===== config.mk =====
export PLATFORM = sky130hd
export DESIGN_NAME = i2c_master_bit_sequencer
export DESIGN_NICKNAME = d
export VERILOG_FILES = /design/src/i2cbs_pkg.sv /design/src/i2cbs_front.sv /design/src/i2cbs_cmd_fifo.sv /design/src/i2cbs_seq.sv /design/src/i2c_master_bit_sequencer.sv
export SDC_FILE = /design/constraint.sdc
export NUM_CORES = 1
export LEC_CHECK = 0
export ABC_AREA = 1
export ABC_CLOCK_PERIOD_IN_PS = 5000
export BUFFER_PORTS_ARGS = -buffer_cell sky130_fd_sc_hd__buf_2
export CORE_UTILIZATION = 50
export CTS_BUF_LIST = sky130_fd_sc_hd__clkbuf_16
export DETAILED_ROUTE_END_ITERATION = 10
export PLACE_DENSITY = 0.68
export SYNTH_ARGS = -nofsm -noshare
export SYNTH_HDL_FRONTEND = slang
export SYNTH_SLANG_ARGS = --single-unit

===== constraint.sdc =====
create_clock -name clk -period 5 [get_ports clk]
set_input_delay 0.25 -clock clk [delete_from_list [all_inputs] [get_ports clk]]
set_output_delay 0.25 -clock clk [all_outputs]
set_load 0.05 [all_outputs]

===== src/i2cbs_pkg.sv =====
// shared types and constants for the i2c master bit sequencer
// no dependencies; used by every module under src
`timescale 1ns / 1ps
`default_nettype none

package i2cbs_pkg;

    localparam int BIT_COUNT      = 8;
    localparam int BIT_IDX_W      = $clog2(BIT_COUNT);
    localparam int CMD_FIFO_DEPTH = 2;
    localparam int S_TDATA_W      = 24;
    localparam int S_TUSER_W      = 3;
    localparam int M_TDATA_W      = 16;

    typedef enum logic [2:0] {
        OP_START    = 3'd0,
        OP_STOP     = 3'd1,
        OP_WRITE    = 3'd2,
        OP_READ     = 3'd3,
        OP_SEND_ACK = 3'd4,
        OP_RECV_ACK = 3'd5
    } op_t;

    typedef struct packed {
        op_t        op;
        logic [7:0] tx_byte;
        logic       ack_to_send;
        logic [7:0] line_sample;
    } cmd_t;

    typedef struct packed {
        logic push;
        cmd_t cmd;
    } cmd_push_t;

    typedef struct packed {
        logic valid;
        cmd_t cmd;
    } cmd_head_t;

endpackage

`default_nettype wire


===== src/i2cbs_front.sv =====
// input side: unpacks stream items, drops unused operation codes, feeds the command queue
// depends on i2cbs_pkg
`timescale 1ns / 1ps
`default_nettype none

module i2cbs_front (
    input  wire logic                                 s_axis_tvalid,
    output logic                                      s_axis_tready,
    input  wire logic [i2cbs_pkg::S_TDATA_W-1:0]      s_axis_tdata,
    input  wire logic [i2cbs_pkg::S_TUSER_W-1:0]      s_axis_tuser,
    input  wire logic                                 queue_full,
    output i2cbs_pkg::cmd_push_t                      push
);

    logic op_known;

    assign op_known      = (s_axis_tuser <= i2cbs_pkg::S_TUSER_W'(i2cbs_pkg::OP_RECV_ACK));
    assign s_axis_tready = !queue_full;

    always_comb
    begin
        push.push             = s_axis_tvalid && s_axis_tready && op_known;
        push.cmd.op           = i2cbs_pkg::op_t'(s_axis_tuser);
        push.cmd.tx_byte      = s_axis_tdata[7:0];
        push.cmd.ack_to_send  = s_axis_tdata[8];
        push.cmd.line_sample  = s_axis_tdata[16:9];
    end

endmodule

`default_nettype wire


===== src/i2cbs_cmd_fifo.sv =====
// short command queue between the front and the line sequencer
// depends on i2cbs_pkg
`timescale 1ns / 1ps
`default_nettype none

module i2cbs_cmd_fifo #(
    parameter int DEPTH = i2cbs_pkg::CMD_FIFO_DEPTH
) (
    input  wire logic                 clk,
    input  wire logic                 rst_n,
    input  wire i2cbs_pkg::cmd_push_t push,
    input  wire logic                 pop,
    output logic                      full,
    output i2cbs_pkg::cmd_head_t      head
);

    localparam int PTR_W = (DEPTH > 1) ? $clog2(DEPTH) : 1;
    localparam int CNT_W = $clog2(DEPTH + 1);

    i2cbs_pkg::cmd_t mem [DEPTH];

    logic [PTR_W-1:0] wr_ptr_reg, wr_ptr_next;
    logic [PTR_W-1:0] rd_ptr_reg, rd_ptr_next;
    logic [CNT_W-1:0] count_reg, count_next;
    logic             do_push, do_pop;

    assign full       = (count_reg == CNT_W'(DEPTH));
    assign head.valid = (count_reg != '0);
    assign head.cmd   = mem[rd_ptr_reg];
    assign do_push    = push.push && !full;
    assign do_pop     = pop && head.valid;

    always_comb
    begin
        wr_ptr_next = wr_ptr_reg;
        rd_ptr_next = rd_ptr_reg;
        count_next  = count_reg;
        if (do_push)
        begin
            wr_ptr_next = (wr_ptr_reg == PTR_W'(DEPTH - 1)) ? '0 : wr_ptr_reg + 1'b1;
        end
        if (do_pop)
        begin
            rd_ptr_next = (rd_ptr_reg == PTR_W'(DEPTH - 1)) ? '0 : rd_ptr_reg + 1'b1;
        end
        if (do_push && !do_pop)
        begin
            count_next = count_reg + 1'b1;
        end
        else if (do_pop && !do_push)
        begin
            count_next = count_reg - 1'b1;
        end
    end

    always_ff @(posedge clk or negedge rst_n)
    begin
        if (!rst_n)
        begin
            wr_ptr_reg <= '0;
            rd_ptr_reg <= '0;
            count_reg  <= '0;
        end
        else
        begin
            wr_ptr_reg <= wr_ptr_next;
            rd_ptr_reg <= rd_ptr_next;
            count_reg  <= count_next;
        end
    end

    always_ff @(posedge clk)
    begin
        if (do_push)
        begin
            mem[wr_ptr_reg] <= push.cmd;
        end
    end

    a_count_bound: assert property (@(posedge clk) disable iff (!rst_n)
        count_reg <= CNT_W'(DEPTH))
        else $error("command queue over its depth");

    a_pop_nonempty: assert property (@(posedge clk) disable iff (!rst_n)
        pop |-> head.valid)
        else $error("pop from empty command queue");

    a_count_grow: assert property (@(posedge clk) disable iff (!rst_n)
        push.push && !full && !pop |=> count_reg == $past(count_reg) + 1'b1)
        else $error("command queue count did not follow a push");

endmodule

`default_nettype wire


===== src/i2cbs_seq.sv =====
// line sequencer: steps each queued command through its scl/sda changes, one per cycle while m_axis is not stalled,
// and holds the result in an output register; depends on i2cbs_pkg
`timescale 1ns / 1ps
`default_nettype none

module i2cbs_seq (
    input  wire logic                           clk,
    input  wire logic                           rst_n,
    input  wire i2cbs_pkg::cmd_head_t           head,
    output logic                                pop,
    output logic                                m_axis_tvalid,
    input  wire logic                           m_axis_tready,
    output logic [i2cbs_pkg::M_TDATA_W-1:0]     m_axis_tdata,
    output logic                                m_axis_tlast
);

    localparam logic [i2cbs_pkg::BIT_IDX_W-1:0] BIT_LAST =
        i2cbs_pkg::BIT_IDX_W'(i2cbs_pkg::BIT_COUNT - 1);

    logic                              busy_reg;
    i2cbs_pkg::op_t                    op_reg;
    logic [1:0]                        phase_reg;
    logic [i2cbs_pkg::BIT_IDX_W-1:0]   bit_reg;
    logic                              scl_line_reg, sda_line_reg;
    logic                              out_valid_reg;
    logic [7:0]                        tx_reg;
    logic                              ack_reg;
    logic [7:0]                        samp_reg;
    logic                              out_scl_reg, out_sda_reg, out_ack_reg, out_last_reg;
    logic [7:0]                        out_rx_reg;

    logic                              ev_scl, ev_sda, ev_ack, ev_last;
    logic [7:0]                        ev_rx;
    logic [1:0]                        phase_next;
    logic [i2cbs_pkg::BIT_IDX_W-1:0]   bit_next;
    logic [7:0]                        tx_next;
    logic                              advance, load;

    always_comb
    begin
        ev_scl     = scl_line_reg;
        ev_sda     = sda_line_reg;
        ev_rx      = '0;
        ev_ack     = 1'b0;
        ev_last    = 1'b0;
        phase_next = phase_reg + 2'd1;
        bit_next   = bit_reg;
        tx_next    = tx_reg;
        unique case (op_reg)
            i2cbs_pkg::OP_START:
            begin
                case (phase_reg)
                    2'd0:    ev_sda = 1'b1;
                    2'd1:    ev_scl = 1'b1;
                    2'd2:    ev_sda = 1'b0;
                    default:
                    begin
                        ev_scl  = 1'b0;
                        ev_last = 1'b1;
                    end
                endcase
            end
            i2cbs_pkg::OP_STOP:
            begin
                case (phase_reg)
                    2'd0:    ev_sda = 1'b0;
                    2'd1:    ev_scl = 1'b1;
                    default:
                    begin
                        ev_sda  = 1'b1;
                        ev_last = 1'b1;
                    end
                endcase
            end
            i2cbs_pkg::OP_WRITE:
            begin
                case (phase_reg)
                    2'd0:    ev_sda = tx_reg[7];
                    2'd1:    ev_scl = 1'b1;
                    default:
                    begin
                        ev_scl     = 1'b0;
                        ev_last    = (bit_reg == BIT_LAST);
                        phase_next = 2'd0;
                        bit_next   = bit_reg + 1'b1;
                        tx_next    = {tx_reg[6:0], 1'b0};
                    end
                endcase
            end
            i2cbs_pkg::OP_READ:
            begin
                case (phase_reg)
                    2'd0:    ev_sda = 1'b1;
                    2'd1:    ev_scl = 1'b1;
                    default:
                    begin
                        ev_scl     = 1'b0;
                        ev_last    = (bit_reg == BIT_LAST);
                        ev_rx      = ev_last ? samp_reg : 8'h00;
                        phase_next = 2'd1;
                        bit_next   = bit_reg + 1'b1;
                    end
                endcase
            end
            i2cbs_pkg::OP_SEND_ACK:
            begin
                case (phase_reg)
                    2'd0:    ev_sda = ack_reg;
                    2'd1:    ev_scl = 1'b1;
                    default:
                    begin
                        ev_scl  = 1'b0;
                        ev_last = 1'b1;
                    end
                endcase
            end
            i2cbs_pkg::OP_RECV_ACK:
            begin
                case (phase_reg)
                    2'd0:    ev_sda = 1'b1;
                    2'd1:    ev_scl = 1'b1;
                    default:
                    begin
                        ev_scl  = 1'b0;
                        ev_ack  = samp_reg[0];
                        ev_last = 1'b1;
                    end
                endcase
            end
            default:
            begin
                ev_last = 1'b1;
            end
        endcase
    end

    assign advance = busy_reg && (!out_valid_reg || m_axis_tready);
    assign load    = head.valid && (!busy_reg || (advance && ev_last));
    assign pop     = load;

    always_ff @(posedge clk or negedge rst_n)
    begin
        if (!rst_n)
        begin
            busy_reg      <= 1'b0;
            op_reg        <= i2cbs_pkg::OP_START;
            phase_reg     <= '0;
            bit_reg       <= '0;
            scl_line_reg  <= 1'b1;
            sda_line_reg  <= 1'b1;
            out_valid_reg <= 1'b0;
        end
        else
        begin
            if (advance)
            begin
                out_valid_reg <= 1'b1;
            end
            else if (m_axis_tready)
            begin
                out_valid_reg <= 1'b0;
            end
            if (advance)
            begin
                scl_line_reg <= ev_scl;
                sda_line_reg <= ev_sda;
                phase_reg    <= phase_next;
                bit_reg      <= bit_next;
                if (ev_last)
                begin
                    busy_reg <= 1'b0;
                end
            end
            if (load)
            begin
                busy_reg  <= 1'b1;
                op_reg    <= head.cmd.op;
                phase_reg <= '0;
                bit_reg   <= '0;
            end
        end
    end

    always_ff @(posedge clk)
    begin
        if (advance)
        begin
            tx_reg       <= tx_next;
            out_scl_reg  <= ev_scl;
            out_sda_reg  <= ev_sda;
            out_rx_reg   <= ev_rx;
            out_ack_reg  <= ev_ack;
            out_last_reg <= ev_last;
        end
        if (load)
        begin
            tx_reg   <= head.cmd.tx_byte;
            ack_reg  <= head.cmd.ack_to_send;
            samp_reg <= head.cmd.line_sample;
        end
    end

    assign m_axis_tvalid = out_valid_reg;
    assign m_axis_tlast  = out_last_reg;
    assign m_axis_tdata  = {5'b0, out_ack_reg, out_rx_reg, out_sda_reg, out_scl_reg};

    a_phase3_start_only: assert property (@(posedge clk) disable iff (!rst_n)
        busy_reg && (phase_reg == 2'd3) |-> op_reg == i2cbs_pkg::OP_START)
        else $error("fourth step outside a start command");

    a_fresh_command: assert property (@(posedge clk) disable iff (!rst_n)
        load |=> busy_reg && phase_reg == 2'd0 && bit_reg == '0)
        else $error("loaded command did not start at its first step");

    a_read_release_once: assert property (@(posedge clk) disable iff (!rst_n)
        busy_reg && op_reg == i2cbs_pkg::OP_READ && phase_reg == 2'd0 |-> bit_reg == '0)
        else $error("read released sda after its first bit");

    a_idle_no_advance: assert property (@(posedge clk) disable iff (!rst_n)
        !busy_reg |=> $stable(scl_line_reg) && $stable(sda_line_reg))
        else $error("line levels moved while idle");

endmodule

`default_nettype wire


===== src/i2c_master_bit_sequencer.sv =====
// top level of the i2c master bit sequencer: front decode, command queue, line sequencer
// depends on i2cbs_pkg, i2cbs_front, i2cbs_cmd_fifo, i2cbs_seq
//
// usage
// - s_axis carries one i2c master command per item; s_axis_tuser is the operation
//   (start, stop, write byte, read byte, send ack, receive ack); codes 6 and 7 are
//   accepted and dropped with no result
// - m_axis carries one item per scl or sda write, giving both line levels after the
//   write; m_axis_tlast marks the final line change of a command, and the read byte
//   or sampled ack rides on that item
// - results per command: start 4, stop 3, write byte 24, read byte 17, ack 3 each
// - when the sequencer is idle, an accepted command passes through the command queue and
//   the sequencer's command registers, then its first line change is registered on m_axis
// - throughput: one line change per cycle, set by the sequencer's step counter, while m_axis
//   is not stalled; the next queued command follows with no gap
// - the command queue holds CMD_FIFO_DEPTH items, so s_axis keeps accepting while
//   the sequencer works; when m_axis stalls the output register holds its item and
//   the sequencer waits, and s_axis_tready drops once the queue fills
// - reset empties the queue and sets both lines to released (high)
`timescale 1ns / 1ps
`default_nettype none

module i2c_master_bit_sequencer #(
    parameter int CMD_FIFO_DEPTH = i2cbs_pkg::CMD_FIFO_DEPTH
) (
    input  wire logic                              clk,
    input  wire logic                              rst_n,
    input  wire logic                              s_axis_tvalid,
    output logic                                   s_axis_tready,
    // tx_byte[7:0], ack_to_send[8], line_sample[16:9], zero [23:17]
    input  wire logic [i2cbs_pkg::S_TDATA_W-1:0]   s_axis_tdata,
    // operation[2:0]
    input  wire logic [i2cbs_pkg::S_TUSER_W-1:0]   s_axis_tuser,
    output logic                                   m_axis_tvalid,
    input  wire logic                              m_axis_tready,
    // scl_level[0], sda_level[1], rx_byte[9:2], ack_seen[10], zero [15:11]
    output logic [i2cbs_pkg::M_TDATA_W-1:0]        m_axis_tdata,
    output logic                                   m_axis_tlast
);

    i2cbs_pkg::cmd_push_t push;
    i2cbs_pkg::cmd_head_t head;
    logic                 queue_full;
    logic                 pop;

    i2cbs_front u_front (
        .s_axis_tvalid (s_axis_tvalid),
        .s_axis_tready (s_axis_tready),
        .s_axis_tdata  (s_axis_tdata),
        .s_axis_tuser  (s_axis_tuser),
        .queue_full    (queue_full),
        .push          (push)
    );

    i2cbs_cmd_fifo #(
        .DEPTH (CMD_FIFO_DEPTH)
    ) u_cmd_fifo (
        .clk   (clk),
        .rst_n (rst_n),
        .push  (push),
        .pop   (pop),
        .full  (queue_full),
        .head  (head)
    );

    i2cbs_seq u_seq (
        .clk           (clk),
        .rst_n         (rst_n),
        .head          (head),
        .pop           (pop),
        .m_axis_tvalid (m_axis_tvalid),
        .m_axis_tready (m_axis_tready),
        .m_axis_tdata  (m_axis_tdata),
        .m_axis_tlast  (m_axis_tlast)
    );

endmodule

`default_nettype wire


==> results.ini, run 1 <==
[yosys]
synth_top_family_by_area=simple AND/OR/NAND/NOR gates
synth_mux_area_share_pct=0.272
synthesis.area_um2=3680
synth_xor_area_share_pct=0.714
synth_cell_types=35
yosys.area_share.simple_pct=19.5
syn_area_per_cell_um2=11.1
synthAdderAreaFrac_pct=3.40
yosysWarnings=0
synth-seq-cells=85
synth_compound_area_share_pct=2.99
synth_seq_area_share_pct=67.2
netlist_instances=331

[sta]
fin_skew_ns=0.00650
tightest_slew_ns=0.726
finalSetupTns_ns=0
rsz0062_at_grt=false
timing.final.hold_violations=0
final-setup-viol-count=0
slew_violations=0
slew_headroom_pct=51.6
fmax_mhz=363
finalCriticalPeriod_ns=2.76
post-route-period-util_pct=55.2

[pwr]
power_density_nw_per_um2=657
leakagePower_nw=1.86
ir_drop_v=0.000359
total_power_mw=2.77

[global_route]
grt-ovfl-total=0
grt_use_total_pct=16.8
grt_pass1_wl_um=9410
grt_pass1_vias=2016
grt_max_degree=23
antenna_found_initial=0

[cells_and_area]
finalNetCount=411
largest_reg_flops=40
multi_input_area_um2=1010
syn_to_final_growth_pct=14.5
regArea_um2=2470
regMostFlops=u_cmd_fifo.mem
n_fill_cell=569
layout-drive-gt1-share_pct=18.4
num_antenna_cells=0
final_cells=471

[worst_setup_path]
cp_max_fo=16
critical_path_class=reg -> reg
cp.arrival_ns=2.96
endpoint_kind=register
startpoint_type=register
cp_data_required_time_ns=5.20

[cts]
clockBufferDepth=2
clock-sinks=85
clk_pin_slew_ns=0.06
root_buffer=clkbuf_16
clk_latency_ns=0.33
cts_tree=built
h-tree-depth=3
numCtsBuffers=9
post_cts_resized=0

[floorplan]
fp.dieW_um=87.8
start_util_pct=53.0
core_region_area_um2=6940
die_y_um=87.8
rows=30
io_pins=50
die_area_um2=7710

[route]
first_pass_iters=4
routed_wl_um=5640
drtIter0Drc=98
drc=0
wl_per_cell_um=12.0
vias=2192
viasPerCell=4.65
ant_nets=0

[placement]
place_congestion=0.829
port_buffers=37
dp_hpwl_um=3670
placedCellCount=454

[run_status]
status=finished, final reports clean

[hold_path]
min_path_type=in -> reg

[run]
maxCapViolCount=0

==> cells in the final DEF, fill, tap and decap left out, types with 2 or more instances in the layout <==
cell and count:
nand3_2 2, clkbuf_16 9, o21ai_0 8, ha_1 10
nand3b_1 2, conb_1 5, buf_4 2, inv_2 3
nand4_1 2, o211ai_1 2, nor2_1 25, nor3_1 2
dfstp_2 2, nand2_2 2, buf_2 37, or2_2 2
a21oi_1 2, nand2_1 108, inv_1 28, dfrtp_1 14
xor2_1 2, nand3_1 20, edfxtp_1 69
==> power breakdown <==
part / internal (mW) / switching, mW
combinational: 0.266 / 0.657
sequential: 1.07 / 0.130
clock: 0.385 / 0.265
==> layer usage <==
layer / up-vias / global-route usage [%] / wire length (µm)
met2: 43 / 24.4 / 2500
met5: - / 0 / 0
li1: 1160 / - / -
met3: 13 / 3.30 / 187
met1: 976 / 23.2 / 2810
met4: 0 / 10.7 / 149
==> through the flow <==
stage / util (%) / instance area, µm² / worst slack, ns / hold slack [ns]
2_1_floorplan: - / 3700 / 2.62 / -0.0456
3_3_place_gp: 56.3 / 3910 / 2.33 / 0.199
3_5_place_dp: 56.3 / 3910 / 2.23 / 0.195
4_1_cts: 60.7 / 4210 / 2.23 / 0.0911
5_1_grt: 60.7 / 4210 / 1.99 / 0.0946
6_report: 60.7 / 4210 / 2.24 / 0.0996
==> synthesized netlist by cell type (all sizes together) <==
library cell,number,share of area (%)
a21boi,1,0.20
a21oi,3,0.71
a31oi,1,0.17
and3,1,0.17
buf,13,2.5
clkbuf,3,0.31
conb,1,0.10
dfrtp,14,9.5
dfstp,2,1.4
edfxtp,69,56
ha,10,3.4
inv,29,3.0
mux2i,1,0.27
nand2,111,12
nand3,22,3.3
nand3b,2,0.41
nand4,2,0.34
nor2,27,3.0
nor3,2,0.27
o211ai,2,0.41
o21ai,9,1.3
o22ai,1,0.17
or2,2,0.34
xnor2,1,0.24
xor2,2,0.48
==> worst paths after layout <==
kind | from | endpoint | slack [ns] | cells after the start
worst max register to register | u_seq.phase_reg[0] | u_cmd_fifo.count_reg[1] | 2.24 | 12
worst max-delay path | u_seq.phase_reg[0] | u_cmd_fifo.count_reg[1] | 2.24 | 12
max in group asynchronous | rst_n | u_seq.scl_line_reg | 4.32 | 2
worst min-delay path | s_axis_tdata[1] | u_cmd_fifo.mem[0][10] | 0.1 | 1
min in group asynchronous | rst_n | u_seq.phase_reg[0] | 0.37 | 2
worst min register to register | u_seq.scl_line_reg | u_seq.scl_line_reg | 0.49 | 2
==> cells by family after synthesis <==
| kind of cell | Yosys count |
|---|---|
| simple gates | 169 |
| flops | 85 |
| buf+inv | 45 |
| compound gates | 17 |
| fa+ha+maj | 10 |
| xor+xnor | 3 |
| other cells | 1 |
| mux | 1 |
==> what timing repair did <==
action | in CTS | in global routing
setup buffers | 0 | 0
endpoints found under the hold margin | 14 | 0
endpoints found under the setup margin | 0 | 0
hold buffers | 1 | 0
==> worst max-delay path, stage by stage, from the launching register on <==
cell and delay [ns]:
dfrtp_1 0.49, inv_1 0.13, ha_1 0.29, nor2_4 0.21
nand3_1 0.13, nand2_1 0.11, o21ai_2 0.06, nand2_2 0.25
nand2_4 0.19, ha_1 0.37, a21oi_1 0.11, o21ai_0 0.11
xor2_1 0.16
==> layout make-up <==
type	instances	area share (%)
Timing Repair Buffer	40	4.99
Tap cell	96	2.85
Clock buffer	9	5.34
Clock inverter	7	1.60
Multi-Input combinational cell	205	23.9
Sequential cell	85	58.7
Inverter	29	2.58
Power figures use the tool's default switching activity.
==> run 2: changes to the inputs <==
--- a/config.mk
+++ b/config.mk
@@ -5,8 +5,8 @@
 export SDC_FILE = /design/constraint.sdc
 export NUM_CORES = 1
 export LEC_CHECK = 0
-export ABC_AREA = 1
-export ABC_CLOCK_PERIOD_IN_PS = 5000
+export ABC_AREA = 0
+export ABC_CLOCK_PERIOD_IN_PS = 2600
 export BUFFER_PORTS_ARGS = -buffer_cell sky130_fd_sc_hd__buf_2
 export CORE_UTILIZATION = 50
 export CTS_BUF_LIST = sky130_fd_sc_hd__clkbuf_16
==> constraint.sdc (replaced) <==
create_clock -name clk -period 2.6 [get_ports clk]
set_input_delay 0.13 -clock clk [delete_from_list [all_inputs] [get_ports clk]]
set_output_delay 0.13 -clock clk [all_outputs]
set_load 0.05 [all_outputs]
==> run 2 against run 1 <==
Against the previous run: area after synthesis shrank 2.4%; global-route usage shrank 0.85 points; sequential power grew 92%; first-iteration DRC count shrank 46%; synthesized cell count shrank 31%; clock power grew 88%; design area grew 3.6%; power grew 90%; critical endpoint is now u_seq.tx_reg[7]; largest power group unchanged.
==> results.ini, run 2 <==
[run_status]
status=finished, final reports clean

[yosys]
synth_cell_types=42
synth_edf_count=69
yosysWarnings=0
synth.most_common_cell=edfxtp_1
ys_top_cells_by_count=edfxtp_1 (69), mux2_1 (18), nor2_1 (16)
synthesis.area_um2=3590
synth_top_flop_cell=edfxtp_1
synth-seq-cells=85
synth_seq_area_share_pct=68.9
syn_area_per_cell_um2=15.6
synthTopCellsByArea=edfxtp_1 (58%), dfrtp_1 (9.7%), mux2_1 (5.6%)
yosys.area.top_type=edfxtp_1
netlist_instances=230
synth_top_cell_area_share_pct=57.7
ys_async_sr_fraction_pct=18.8

[pwr]
intPower_mw=3.48
p_switching_mw=1.79
leakagePower_nw=1.70
power_switching_share_pct=34.0
pwr-share-comb_pct=33.2
clkPwrFrac_pct=23.2
total_power_mw=5.28
sequentialPowerShare_pct=43.6
power_density_nw_per_um2=1210
ir_drop_v=0.000563

[cts]
clock-sinks=85
clk_pin_slew_ns=0.06
cts_tree=built
h-tree-depth=3
numCtsBuffers=9
root_buffer=clkbuf_16
clk_latency_ns=0.34
postCtsSetupBuffers=0
clockBufferDepth=2

[sta]
final.setup.worst_slack_ns=0.200
slew_headroom_pct=54.6
fin_hold_ws_ns=0.0135
post-route-period-util_pct=92.3
slew_violations=0
final-setup-viol-count=0
finalSetupTns_ns=0
fin_skew_ns=0.00781
fmax_mhz=417
timing.final.hold_violations=0
tightest_slew_ns=0.681
rsz0062_at_grt=false
finalCriticalPeriod_ns=2.40

[floorplan]
rows=30
core_region_area_um2=6870
fp.dieW_um=86.8
start_util_pct=52.3
die_y_um=86.8
io_pins=50
die_area_um2=7530

[hold_path]
hold_depth=1
min_path_type=in -> reg

[global_route]
grt_max_degree=21
grt_pass1_vias=1867
met1_usage_pct=19.2
antenna_found_initial=0
grt_pass1_wl_um=8610
grt-busiest-layer=met2
gr-usage-met2_pct=26.1
met3_usage_pct=3.81
grt-ovfl-total=0
grt_use_total_pct=15.9

[route]
ant_nets=0
routed_wl_um=5360
vias=1959
drtIter0Drc=53
viasPerCell=4.96
wl_per_cell_um=13.6
first_pass_iters=4
drc=0

[cells_and_area]
largest_reg_flops=40
num_antenna_cells=0
final_cell_mix=edfxtp_1 (69), buf_2 (37), dlygate4sd3_1 (19)
layout-drive-gt1-share_pct=25.4
n_fill_cell=522
regMostFlops=u_cmd_fifo.mem
syn_to_final_growth_pct=21.5
finalNetCount=335
layout_commonest_cell=edfxtp_1

[placement]
dp_hpwl_um=3440
port_buffers=37
place_congestion=0.744
place_ws_ns=0.205

[worst_setup_path]
worstRegToRegCells=8
cp.arrival_ns=2.39
startpoint_type=register
cp_data_required_time_ns=2.59
endpoint_kind=register
critical_path_class=reg -> reg
cp_max_fo=8

[run]
maxCapViolCount=0

-- run 2: changes by cell type after synthesis, sizes merged, moves of 3 or more --
cell | previous run | this run
nor2 | 27 | 17
nand2 | 111 | 8
mux2 | 0 | 27
nor2b | 0 | 4
inv | 29 | 7
mux2i | 1 | 5
o21ai | 9 | 3
a211oi | 0 | 5
nand3 | 22 | 2
a31oi | 1 | 4
and2 | 0 | 10
-- run 2: worst paths after layout --
path / from / end / slack, ns
hold / removal: s_axis_tuser[2] / u_cmd_fifo.mem[0][19] / 0.01
max in group asynchronous: rst_n / u_seq.scl_line_reg / 2.04
setup reg to reg: u_seq.phase_reg[0] / u_seq.tx_reg[7] / 0.20
hold reg to reg: u_cmd_fifo.wr_ptr_reg / u_cmd_fifo.wr_ptr_reg / 0.50
min in group asynchronous: rst_n / u_seq.bit_reg[0] / 0.25
setup / recovery: u_seq.phase_reg[0] / u_seq.tx_reg[7] / 0.20
-- run 2: final cells by class --
cell class              count  area, µm²  area share, %
flip-flops and latches     85       2470           56.7
clock inverters             7       66.3           1.52
clock buffers               9        225           5.16
multi-input cells         126        997           22.8
repair buffers             65        455           10.4
inverters                   7       26.3          0.602
well taps                  96        120           2.75
-- run 2: worst max-delay path, cell delays in order (launching register included) --
cell and delay, ns:
dfrtp_1 0.42, inv_1 0.10, ha_1 0.27, nor2_4 0.17, o21ai_1 0.09, a21o_1 0.21, a31oi_2 0.25, buf_4 0.20
a41o_1 0.34
-- run 2: metrics by stage --
| stage | util, % | instances | cell area, µm² |
|---|---|---|---|
| after CTS | 63.6 | 395 | 4370 |
| final | 63.6 | 395 | 4370 |
| after global routing | 63.6 | 395 | 4370 |
| after floorplan | - | 234 | 3610 |
| after detailed placement | 56.5 | 360 | 3880 |
| after global placement | 56.5 | 360 | 3880 |
-- run 2: power groups by stage --
stage,Clock [mW],Sequential [mW],Combinational [mW]
2_1_floorplan,0,2.34,1.32
3_3_place_gp,0,2.32,1.71
3_5_place_dp,0,2.34,1.73
4_1_cts,1.25,2.31,1.77
5_1_grt,1.30,2.36,1.91
6_report,1.22,2.30,1.75
-- run 2: logic make-up after synthesis --
group / after synthesis / synth area share [%]
multiplexers: 32 / 9.85
flip-flops: 85 / 68.9
AND/OR/NAND/NOR: 50 / 7.07
AO/OA/AOI/OAI: 23 / 5.36
adder cells (fa/ha/maj): 10 / 3.48
XOR/XNOR: 6 / 1.46
other: 1 / 0.104
buffers and inverters: 23 / 3.80
-- run 2: what timing repair did --
action                    in CTS  in global routing
hold endpoints to repair      50                  0
resized for setup              0                  0
hold buffers                  19                  0
-- run 2: routing by layer --
layer / vias up / share of wire [%]
met2: 37 / 49
met5: - / 0
met1: 943 / 45
met3: 12 / 3.2
met4: 0 / 2.2
li1: 967 / -
==> run 3: changes to the inputs <==
--- a/config.mk
+++ b/config.mk
@@ -8,10 +8,12 @@
 export ABC_AREA = 0
 export ABC_CLOCK_PERIOD_IN_PS = 2600
 export BUFFER_PORTS_ARGS = -buffer_cell sky130_fd_sc_hd__buf_2
-export CORE_UTILIZATION = 50
+export CELL_PAD_IN_SITES_DETAIL_PLACEMENT = 1
+export CELL_PAD_IN_SITES_GLOBAL_PLACEMENT = 1
+export CORE_UTILIZATION = 47
 export CTS_BUF_LIST = sky130_fd_sc_hd__clkbuf_16
 export DETAILED_ROUTE_END_ITERATION = 10
-export PLACE_DENSITY = 0.68
+export PLACE_DENSITY = 0.75
 export SYNTH_ARGS = -nofsm -noshare
 export SYNTH_HDL_FRONTEND = slang
 export SYNTH_SLANG_ARGS = --single-unit
==> run 3 against run 2 <==
Against the previous run: clock power grew 9%; critical path depth is the same; global-route usage is 2.9 points higher; combinational power rose by 7%; power is 4.4% higher; hold slack got worse by 0.0028 ns; worst setup slack lost 0.0058 ns; via count rose by 4.5%; design area up 1.1%; clock-buffer cell count stayed put; cell count grew 1.0%; core utilization shrank 3.4 points; critical endpoint is now u_seq.tx_reg[1].
==> results.ini, run 3 (synthesized netlist as in run 2, its figures left out) <==
[worst_setup_path]
endpoint_kind=register
cp_data_required_time_ns=2.67
cpPeakStageDelay_ns=0.43
path_cells=inv_1, ha_1, nor2_4, o21ai_1, a21o_1, a31oi_4, buf_4, mux2_1
startpoint_type=register
critPathSlowestCell=dfrtp_1
critical_path_class=reg -> reg
cp_max_fo=9
crit_family=compound AO/OA/AOI/OAI gates
cp.arrival_ns=2.48
crit_buf_inv=2

[floorplan]
die_area_um2=8000
start_util_pct=49.0
fp.dieW_um=89.4
rows=31
core_region_area_um2=7330
io_pins=50
die_y_um=89.4

[cts]
clockBufferDepth=2
cts_tree=built
clk_latency_ns=0.33
clk_pin_slew_ns=0.06
h-tree-depth=3
root_buffer=clkbuf_16
clock-sinks=85
postCtsSetupBuffers=0
numCtsBuffers=9

[cells_and_area]
n_fill_cell=689
final_cell_mix=edfxtp_1 (69), buf_2 (37), dlygate4sd3_1 (19)
layout_commonest_cell=edfxtp_1
final_cells=399
syn_to_final_growth_pct=22.8
regArea_um2=2480
num_antenna_cells=0
multi_input_area_um2=1010
largest_reg_flops=40
layout-drive-gt1-share_pct=27.3
regMostFlops=u_cmd_fifo.mem
finalNetCount=336

[run_status]
status=finished, final reports clean

[placement]
dp_hpwl_um=4220
placedCellCount=364
port_buffers=37
place_congestion=0.784
place_ws_ns=0.0818

[sta]
finalCriticalPeriod_ns=2.41
fmax_mhz=416
timing.final.hold_violations=0
tightest_slew_ns=0.623
slew_violations=0
final.setup.worst_slack_ns=0.194
slew_headroom_pct=58.4
final-setup-viol-count=0
finalSetupTns_ns=0
post-route-period-util_pct=92.5
fin_skew_ns=0.00658
rsz0062_at_grt=false

[global_route]
grt_max_degree=21
antenna_found_initial=0
grt_pass1_vias=2204
grt-ovfl-total=0
grt_use_total_pct=18.8
grt_pass1_wl_um=10700

[pwr]
power_switching_share_pct=35.6
p_switching_mw=1.96
pwr-share-comb_pct=34.0
ir_drop_v=0.000479
leakagePower_nw=1.72
intPower_mw=3.55
sequentialPowerShare_pct=41.9
clkPwrFrac_pct=24.1
power_density_nw_per_um2=1250

[route]
wl_per_cell_um=16.5
drtIter0Drc=66
routed_wl_um=6590
first_pass_iters=4
ant_nets=0
viasPerCell=5.13
vias=2047
drc=0

[hold_path]
min_path_type=in -> reg

[run]
maxCapViolCount=0

-- run 3: changes by cell type in the layout (fill, tap and decap cells not counted), sizes merged --
cell	delta
buf	+1
clkinv	-3
clkinvlp	-1
inv	+4
-- run 3: path summary, 6_finish.rpt --
check,endpoint,depth (start not counted),slack [ns],startpoint
max,u_seq.tx_reg[1],8,0.19,u_seq.phase_reg[1]
min reg2reg,u_seq.out_rx_reg[5],1,0.52,u_seq.samp_reg[5]
max reg2reg,u_seq.tx_reg[1],8,0.19,u_seq.phase_reg[1]
min in group asynchronous,u_seq.op_reg[2],2,0.25,rst_n
min,u_cmd_fifo.mem[1][8],1,0.01,s_axis_tdata[8]
max in group asynchronous,u_seq.sda_line_reg,2,2.03,rst_n
-- run 3: area by class of cell --
| class | count | area share (%) |
|---|---|---|
| Tap cell | 99 | 2.81 |
| Inverter | 7 | 0.596 |
| Clock inverter | 7 | 1.93 |
| Sequential cell | 85 | 56.1 |
| Clock buffer | 9 | 5.10 |
| Timing Repair Buffer | 66 | 10.6 |
| Multi-Input combinational cell | 126 | 22.9 |
-- run 3: what timing repair did --
item | 4_1_cts | 5_1_grt
endpoints found under the setup margin | 0 | 20
resized for setup | 0 | 3
hold endpoints to repair | 50 | 0
hold buffers | 19 | 0
-- run 3: stage by stage --
stage                     util [%]  power [mW]  area [µm²]  hold slack, ns
after floorplan                  -        3.66        3610          -0.166
after global placement        53.2        4.07        3900          0.0816
after detailed placement      53.2        4.17        3900          0.0819
after CTS                     60.0        5.53        4400         0.00362
after global routing          60.2        5.82        4410         0.00743
final                         60.2        5.51        4410          0.0107
-- run 3: routing by layer --
metal	track usage (%)	up-vias	part of all wire (%)
met1	22.2	1026	41
met4	9.52	0	1.8
li1	-	969	-
met2	33.0	43	54
met3	3.23	9	2.8
met5	0	-	0
-- run 3: power by group through the flow --
stage                     clock (mW)  combinational (mW)  sequential [mW]
after global placement             0                1.76             2.31
after detailed placement           0                1.84             2.33
after global routing            1.39                2.06             2.37
final                           1.33                1.88             2.31
after CTS                       1.34                1.88             2.31
after floorplan                    0                1.32             2.34
